<file path="src/hw/rtl/qalu_pkg.sv">
package qalu_pkg;

    // component format
    localparam int CB = 16;                 // component bits
    localparam int FB = 12;                 // fraction bits
    localparam int PW = 2 * CB;             // product width
    localparam int HW = PW + 3;             // sum of four products plus rounding
    localparam int SW = 2 * CB + 1;         // exact sum of four squares
    localparam int NORMW = 32;              // norm output width
    localparam int RTB = (SW + 1) / 2;      // root bits
    localparam int RMW = RTB + 3;           // root remainder width
    localparam int NFW = SW - FB + 1;       // rounded norm divisor width
    localparam int DW0 = (NFW > RTB) ? NFW : RTB;
    localparam int DW = (DW0 > CB) ? DW0 : CB;  // divisor width
    localparam int NW = CB + FB + 2;        // dividend width
    localparam int QW = NW;                 // quotient width / divider stages
    localparam int LATENCY = 4 + RTB + QW;

    localparam logic signed [HW-1:0] HALF_H = {{(HW-FB){1'b0}}, 1'b1, {(FB-1){1'b0}}};
    localparam logic [CB-1:0] CMAX_U = {1'b0, {(CB-1){1'b1}}};
    localparam logic [CB-1:0] CMIN_U = {1'b1, {(CB-1){1'b0}}};

    typedef logic signed [CB-1:0] t_comp;

    typedef enum logic [2:0] {
        K_ADD, K_SUB, K_MUL, K_CONJ, K_SCALE, K_DIV, K_NORM, K_INV
    } t_kind;

    typedef enum logic [1:0] {
        ST_OK, ST_SAT, ST_DIVZ
    } t_status;

    typedef struct packed {
        t_kind kind;
        t_comp a_w;
        t_comp a_x;
        t_comp a_y;
        t_comp a_z;
        t_comp b_w;
        t_comp b_x;
        t_comp b_y;
        t_comp b_z;
        t_comp scalar;
    } t_in;

    typedef struct packed {
        t_comp            r_w;
        t_comp            r_x;
        t_comp            r_y;
        t_comp            r_z;
        logic [NORMW-1:0] norm_squared;
        t_status          status;
    } t_out;

    // front end result: direct results already saturated, plus what the divide path needs
    typedef struct packed {
        logic                  valid;
        t_kind                 kind;
        logic [3:0][CB-1:0]    a;
        logic [CB-1:0]         sc;
        logic [3:0][CB-1:0]    r;
        logic                  flag;
        logic [SW-1:0]         s;
    } t_front;

    // side data carried along the divider
    typedef struct packed {
        logic                  valid;
        t_kind                 kind;
        logic [3:0][CB-1:0]    r;
        logic                  flag;
        logic [NORMW-1:0]      norm;
        logic                  dz;
        logic [3:0]            neg;
    } t_side;

    typedef struct packed {
        logic  flag;
        t_comp val;
    } t_sat;

    function automatic t_sat sat_comp(input logic signed [HW-1:0] v);
        t_sat res;
        res.flag = !((&v[HW-1:CB-1]) || !(|v[HW-1:CB-1]));
        if (res.flag) begin
            res.val = v[HW-1] ? t_comp'(CMIN_U) : t_comp'(CMAX_U);
        end else begin
            res.val = v[CB-1:0];
        end
        return res;
    endfunction

endpackage

</file>
<file path="src/hw/rtl/qalu_sqrt.sv">
module qalu_sqrt (
    input  logic                     i_clk,
    input  logic [qalu_pkg::SW-1:0]  i_x,
    output logic [qalu_pkg::RTB-1:0] o_root
);
    import qalu_pkg::*;

    // one root bit per stage, two radicand bits consumed per stage
    logic [2*RTB-1:0] r_x    [RTB];
    logic [RMW-1:0]   r_rem  [RTB];
    logic [RTB-1:0]   r_root [RTB];
    logic [2*RTB-1:0] n_x    [RTB];
    logic [RMW-1:0]   n_rem  [RTB];
    logic [RTB-1:0]   n_root [RTB];

    always_comb begin
        logic [2*RTB-1:0] cx;
        logic [RMW-1:0]   crem;
        logic [RTB-1:0]   croot;
        logic [RMW-1:0]   trem;
        logic [RMW-1:0]   trial;
        for (int k = 0; k < RTB; k++) begin
            if (k == 0) begin
                cx    = {1'b0, i_x};
                crem  = '0;
                croot = '0;
            end else begin
                cx    = r_x[k-1];
                crem  = r_rem[k-1];
                croot = r_root[k-1];
            end
            trem  = {crem[RMW-3:0], cx[2*RTB-1 -: 2]};
            trial = RMW'({croot, 2'b01});
            if (trem >= trial) begin
                n_rem[k]  = trem - trial;
                n_root[k] = {croot[RTB-2:0], 1'b1};
            end else begin
                n_rem[k]  = trem;
                n_root[k] = {croot[RTB-2:0], 1'b0};
            end
            n_x[k] = {cx[2*RTB-3:0], 2'b00};
        end
    end

    always_ff @(posedge i_clk) begin
        for (int k = 0; k < RTB; k++) begin
            r_x[k]    <= n_x[k];
            r_rem[k]  <= n_rem[k];
            r_root[k] <= n_root[k];
        end
    end

    assign o_root = r_root[RTB-1];

endmodule

</file>
<file path="config.mk">
export PLATFORM = sky130hd
export DESIGN_NAME = qalu_sqrt
export DESIGN_NICKNAME = d
export VERILOG_FILES = /design/src/hw/rtl/qalu_pkg.sv /design/src/hw/rtl/qalu_sqrt.sv
export SDC_FILE = /design/constraint.sdc
export NUM_CORES = 1
export LEC_CHECK = 0
export ABC_AREA = 1
export BUFFER_PORTS_ARGS = -buffer_cell sky130_fd_sc_hd__clkbuf_2
export CORE_MARGIN = 1
export CORE_UTILIZATION = 44
export DETAILED_ROUTE_END_ITERATION = 7
export PLACE_DENSITY = 0.62
export SLEW_MARGIN = 40
export SYNTH_ARGS = -nofsm -noshare
export SYNTH_HDL_FRONTEND = slang
export SYNTH_SLANG_ARGS = --single-unit
</file>
<file path="constraint.sdc">
create_clock -name i_clk -period 1.7 [get_ports i_clk]
set_input_delay 0.255 -clock i_clk [delete_from_list [all_inputs] [get_ports i_clk]]
set_output_delay 0.255 -clock i_clk [all_outputs]
set_load 0.05 [all_outputs]
</file>
# Yosys cells after proc, flatten, opt, wreduce, memory -nomap -nowiden
# Memory sizes are Yosys's and may differ from the RTL's.
# Index checks and enable logic that the tools add are counted.
# word_totals
ff_bits	0
memories	3
ram_bits	1173
wordCells	71
inputBits	34
output_inout_bits	17
# op_classes
muxes	34
magnitude_cmp	17
addsub	17
# memory_table
memory	depth	word_bits	rd	rd_clocked_by_memory_dff	wr	line	text
r_x	17	32	16	0	17	qalu_sqrt.sv:9	logic [2*RTB-1:0] r_x [RTB];
r_rem	17	20	16	0	17	qalu_sqrt.sv:10	logic [RMW-1:0] r_rem [RTB];
r_root	17	17	17	0	17	qalu_sqrt.sv:11	logic [RTB-1:0] r_root [RTB];
# ops
cell	count
$mux W20	17
$ge A20 B19 Y1	16
$sub A20 B19 Y20	16
$mux W1	17
$sub A1 B1 Y2 const B	1
$ge A1 B1 Y1 const B	1

# Logic depth before layout (Yosys ltp)
# An unclocked memory read counts as a cell.
# depth
word_depth	3
depth_mapped	14
ltp_nobuf	14

# Worst setup path before layout
# Ideal clock, no wire load.
# synth_timing
path_kind	flip-flop to flip-flop
from	memory r_root[0][242] (netlist bit)
to	memory r_rem[0][317] (netlist bit)
synth_period_minus_slack_ps	1736
path_buffers	1
stages_incl_launch_ff	12
setup_slack_ps	-36
t_arrival_ps	1620
t_required_ps	1584
setup_time_ps	116
path_cell_list	dfxtp_1 > inv_1 > ha_1 > nand2_1 > inv_1 > a21oi_1 > nand2_1 > nand2_1 > nand2_2 > a21oi_4 > buf_6 > a21oi_1
# synth_rtl
element	line
from (decl)	qalu_sqrt.sv:11
to (decl)	qalu_sqrt.sv:10

==> impl_metrics.prom <==
# TYPE chip_impl_metric gauge
chip_impl_metric{name="die_h",unit="um"} 256
chip_impl_metric{name="antenna_found_initial",unit=""} 0
chip_impl_metric{name="avgSynthCellArea",unit="sq um"} 7.85
chip_impl_metric{name="crit_path_max_fanout",unit=""} 5
chip_impl_info{name="status",value="complete, but fails checks"} 1
chip_impl_metric{name="max-vdd-ir-drop",unit="uV"} 1050
chip_impl_metric{name="power.total",unit="mW"} 61.8
chip_impl_metric{name="buffer_ports.inserted",unit=""} 50
chip_impl_info{name="synth_top_area_cell",value="sky130_fd_sc_hd__dfxtp_1"} 1
chip_impl_metric{name="fmax",unit="MHz"} 560
chip_impl_metric{name="antennaDiodeCount",unit=""} 0
chip_impl_metric{name="timing.clock.skew",unit="ps"} 37.7
chip_impl_metric{name="fillers",unit=""} 4720
chip_impl_metric{name="routed_vias_inst",unit=""} 4.83
chip_impl_metric{name="timing_hold_violations_final",unit=""} 0
chip_impl_metric{name="drc_errors",unit=""} 0
chip_impl_metric{name="synth_area",unit="sq mm"} 0.0284
chip_impl_metric{name="finish.cell_count_without_fillers",unit=""} 5358
chip_impl_metric{name="start_util",unit="%"} 44.7
chip_impl_info{name="critical_path.slowest_cell",value="sky130_fd_sc_hd__dfxtp_4"} 1
chip_impl_info{name="path_class",value="reg -> reg"} 1
chip_impl_metric{name="dp_hpwl",unit="um"} 53200
chip_impl_metric{name="clock-sinks",unit=""} 689
chip_impl_metric{name="number_of_vias_in_the_routed_layout",unit=""} 25900
chip_impl_metric{name="synthCells",unit=""} 3614
chip_impl_metric{name="grt_pass1_vias",unit=""} 25000
chip_impl_metric{name="dpl.cell_count",unit=""} 5051
chip_impl_metric{name="asyncSetResetFlopFracSynth",unit="%"} 0
chip_impl_metric{name="die_outline_area",unit="sq mm"} 0.0655
chip_impl_info{name="startpoint_type",value="register"} 1
chip_impl_info{name="cp_cell_sequence",value="ha_4, a21oi_4, o21ai_4, nand2_1, nand2_2, nand2_4, nand2_4, nor2_4, buf_12, nand2_1, nand2_1"} 1
chip_impl_metric{name="grt_pass1_wl",unit="um"} 120000
chip_impl_metric{name="numCtsBuffers",unit=""} 72
chip_impl_metric{name="core",unit="sq mm"} 0.0634
chip_impl_metric{name="place.gp.congestion",unit=""} 0.924
chip_impl_metric{name="drt-wirelength-per-cell",unit="um"} 14.8
chip_impl_metric{name="detail-route-antenna-nets",unit=""} 0
chip_impl_metric{name="worst_skew_pair.late_latency",unit="ps"} 620
chip_impl_metric{name="cellLeakagePower",unit="nW"} 21.0
chip_impl_metric{name="finalNetCount",unit=""} 4660
chip_impl_metric{name="fin_setup_tns",unit="ps"} -5150
chip_impl_info{name="cts.root.buffer_cell",value="sky130_fd_sc_hd__clkbuf_16"} 1
chip_impl_info{name="timing.critical_path.to_type",value="register"} 1
chip_impl_metric{name="ctsHtreeMaxLevel",unit=""} 3
chip_impl_metric{name="detail_route.first_pass.iterations",unit=""} 5
chip_impl_metric{name="synth_seq_area_share",unit="%"} 48.6
chip_impl_metric{name="worst_path_largest_cell_delay",unit="ps"} 360
chip_impl_metric{name="areaGrowthSynthToFinish",unit="%"} 53.0
chip_impl_metric{name="clkTransAtPathRegs",unit="ps"} 70
chip_impl_metric{name="post_synth_net_total",unit=""} 3818
chip_impl_metric{name="yosys.cell_types.count",unit=""} 49
chip_impl_metric{name="cts_max_path_buffers",unit=""} 3
chip_impl_metric{name="final.min_clock_period",unit="ps"} 1780
chip_impl_info{name="grt_setup_unrepaired",value="true"} 1
chip_impl_metric{name="power.density",unit="mW/mm^2"} 1420
chip_impl_info{name="clock_tree_from_tritoncts",value="yes"} 1
chip_impl_metric{name="finalCoreUtilization",unit="%"} 68.4
chip_impl_metric{name="setup_viol_count_final",unit=""} 142
chip_impl_metric{name="final_critical_path_setup_slack",unit="ps"} -84.9
chip_impl_metric{name="global_route.usage.total",unit="%"} 22.3
chip_impl_metric{name="layout_cell_share_with_drive_strength_beyond_1",unit="%"} 46.6
chip_impl_info{name="post_synth_main_area_contributors",value="sky130_fd_sc_hd__dfxtp_1 49%, sky130_fd_sc_hd__nand2_1 14%, sky130_fd_sc_hd__ha_1 7.5%"} 1
chip_impl_metric{name="max-cap-violations",unit=""} 0
chip_impl_metric{name="chipWidth",unit="um"} 256
chip_impl_info{name="synth_flop_cell",value="sky130_fd_sc_hd__dfxtp_1"} 1
chip_impl_metric{name="yosysWarningCount",unit=""} 0
chip_impl_metric{name="ioPinCount",unit=""} 51
chip_impl_metric{name="first_iter_violations",unit=""} 1433
chip_impl_metric{name="period_share",unit="%"} 105
chip_impl_info{name="hold_path_class",value="in -> reg"} 1
chip_impl_metric{name="critical_path_arrival",unit="ps"} 2340
chip_impl_metric{name="final_max_slew_viol_count",unit=""} 0
chip_impl_metric{name="critical_path_required",unit="ps"} 2250
chip_impl_info{name="crit_path_frequent_cell",value="sky130_fd_sc_hd__nand2_1"} 1
chip_impl_metric{name="placementRows",unit=""} 92
chip_impl_metric{name="synth_enable_flop_cells",unit=""} 0
chip_impl_metric{name="post-synth-top-area-fraction",unit="%"} 48.6
chip_impl_metric{name="global_route.overflow_total",unit=""} 0
chip_impl_metric{name="number_of_flip_flops_and_latches_in_the_synthesized_netlist",unit=""} 689
chip_impl_metric{name="maximum_number_of_pins_on_one_net_before_global_route_repair",unit=""} 25
chip_impl_metric{name="drt_wl_total",unit="um"} 79500
chip_impl_info{name="failed_checks",value="setup timing"} 1
[flip-flops by register name, indices dropped and copies added (netlist names)]
| register | cells |
|---|---|
| r_rem | 264 |
| r_root | 153 |
| r_x | 272 |
[layout by cell type, fill, tap and decap left out, types with 33 or more instances in the layout]
master                          instances
sky130_fd_sc_hd__nor2_1               185
sky130_fd_sc_hd__inv_1                407
sky130_fd_sc_hd__clkbuf_16             81
sky130_fd_sc_hd__nand2_1              713
sky130_fd_sc_hd__dfxtp_2              172
sky130_fd_sc_hd__buf_4                628
sky130_fd_sc_hd__nand3_1              137
sky130_fd_sc_hd__clkbuf_2              50
sky130_fd_sc_hd__a21oi_4               44
sky130_fd_sc_hd__buf_6                 55
sky130_fd_sc_hd__nand4_1               55
sky130_fd_sc_hd__o21ai_1               40
sky130_fd_sc_hd__inv_2                126
sky130_fd_sc_hd__nor2_2                59
sky130_fd_sc_hd__o21ai_2               46
sky130_fd_sc_hd__a21oi_2               84
sky130_fd_sc_hd__xnor2_1               34
sky130_fd_sc_hd__nor2_4                61
sky130_fd_sc_hd__xor2_1                67
sky130_fd_sc_hd__a21oi_1               51
sky130_fd_sc_hd__ha_4                 117
sky130_fd_sc_hd__ha_1                  49
sky130_fd_sc_hd__dfxtp_1              508
sky130_fd_sc_hd__nand2_2              285
sky130_fd_sc_hd__dlygate4sd3_1         33
sky130_fd_sc_hd__nand3_2               59
sky130_fd_sc_hd__o21ai_0               38
sky130_fd_sc_hd__nand2_4               90
[per-stage QoR]
step	hold WS, ps	setup slack (ps)	cell area [sq um]
6_report	263	-84.9	43400
3_3_place_gp	310	-438	34000
3_5_place_dp	312	-461	34000
4_1_cts	234	-59.1	39800
5_1_grt	252	-177	43400
2_1_floorplan	283	-1.61	28600
[cells by family after synthesis]
logic type      Yosys count  synth area share (%)
simple gates           1740                  25.9
flops                   689                  48.6
buf+inv                 571                  8.06
compound gates          337                  6.60
fa+ha+maj               170                  7.50
xor+xnor                106                  3.27
other cells               1                0.0132
[layer usage]
layer  wire (um)  vias up  GRT usage, %
li1            -    13000             -
met1       33700    12100          27.3
met3        3080      199          3.46
met4        2820        0          8.75
met2       39900      568          39.3
met5           0        -             0
[where the power goes]
part           switching [mW]  internal, mW  leakage [nW]  total, mW
Sequential               2.64          19.2          5.72       21.8
Clock                    6.54          10.3          1.27       16.9
Combinational            12.2          10.9          14.0       23.1
[path summary, 6_finish.rpt]
| check | startpoint | to | slack (ps) | cells past startpoint |
|---|---|---|---|---|
| min | i_x[22] | r_x[0][22]$_DFF_P_ | 260 | 2 |
| max reg2reg | r_rem[0][121]$_DFF_P_ | r_rem[0][145]$_DFF_P_ | -80 | 11 |
| max | r_rem[0][121]$_DFF_P_ | r_rem[0][145]$_DFF_P_ | -80 | 11 |
| min reg2reg | r_x[0][344]$_DFF_P_ | r_x[0][378]$_DFF_P_ | 300 | 0 |
[final cells by class]
class / count / area, sq um / area share (%)
Timing Repair Buffer: 789 / 6380 / 14.7
Multi-Input combinational cell: 2355 / 17200 / 39.6
Timing Repair inverter: 3 / 25.0 / 0.0577
Tap cell: 846 / 1060 / 2.44
Clock buffer: 99 / 2080 / 4.79
Sequential cell: 689 / 14000 / 32.4
Clock inverter: 31 / 510 / 1.18
Inverter: 546 / 2120 / 4.88
[repair_timing]
item / in CTS / in global routing
hold buffers: 33 / 0
resized for setup: 526 / 978
hold endpoints to repair: 33 / 0
cloned: 12 / 9
setup endpoints to repair: 252 / 270
setup buffers: 71 / 63
pin swaps: 143 / 399
[Yosys cell counts, drive strengths merged (3+ instances only)]
master  number
nand2     1089
dfxtp      689
inv        545
nor2       305
nand3      205
a21oi      179
ha         170
o21ai      129
xor2        67
nand4       56
xnor2       39
nor3        32
nand3b      31
buf         25
o21bai      10
nor4         8
o21a         6
a21boi       5
or2          5
a21o         4
and2         4
and3         4
o211ai       3
[critical path: cells and delay by family, from the launching register on]
kind / cells / cell delay, ps
flops: 1 / 360
compound gates: 2 / 230
buf+inv: 1 / 170
simple gates: 7 / 680
fa+ha+maj: 1 / 260
(Power assumes the default switching activity.)
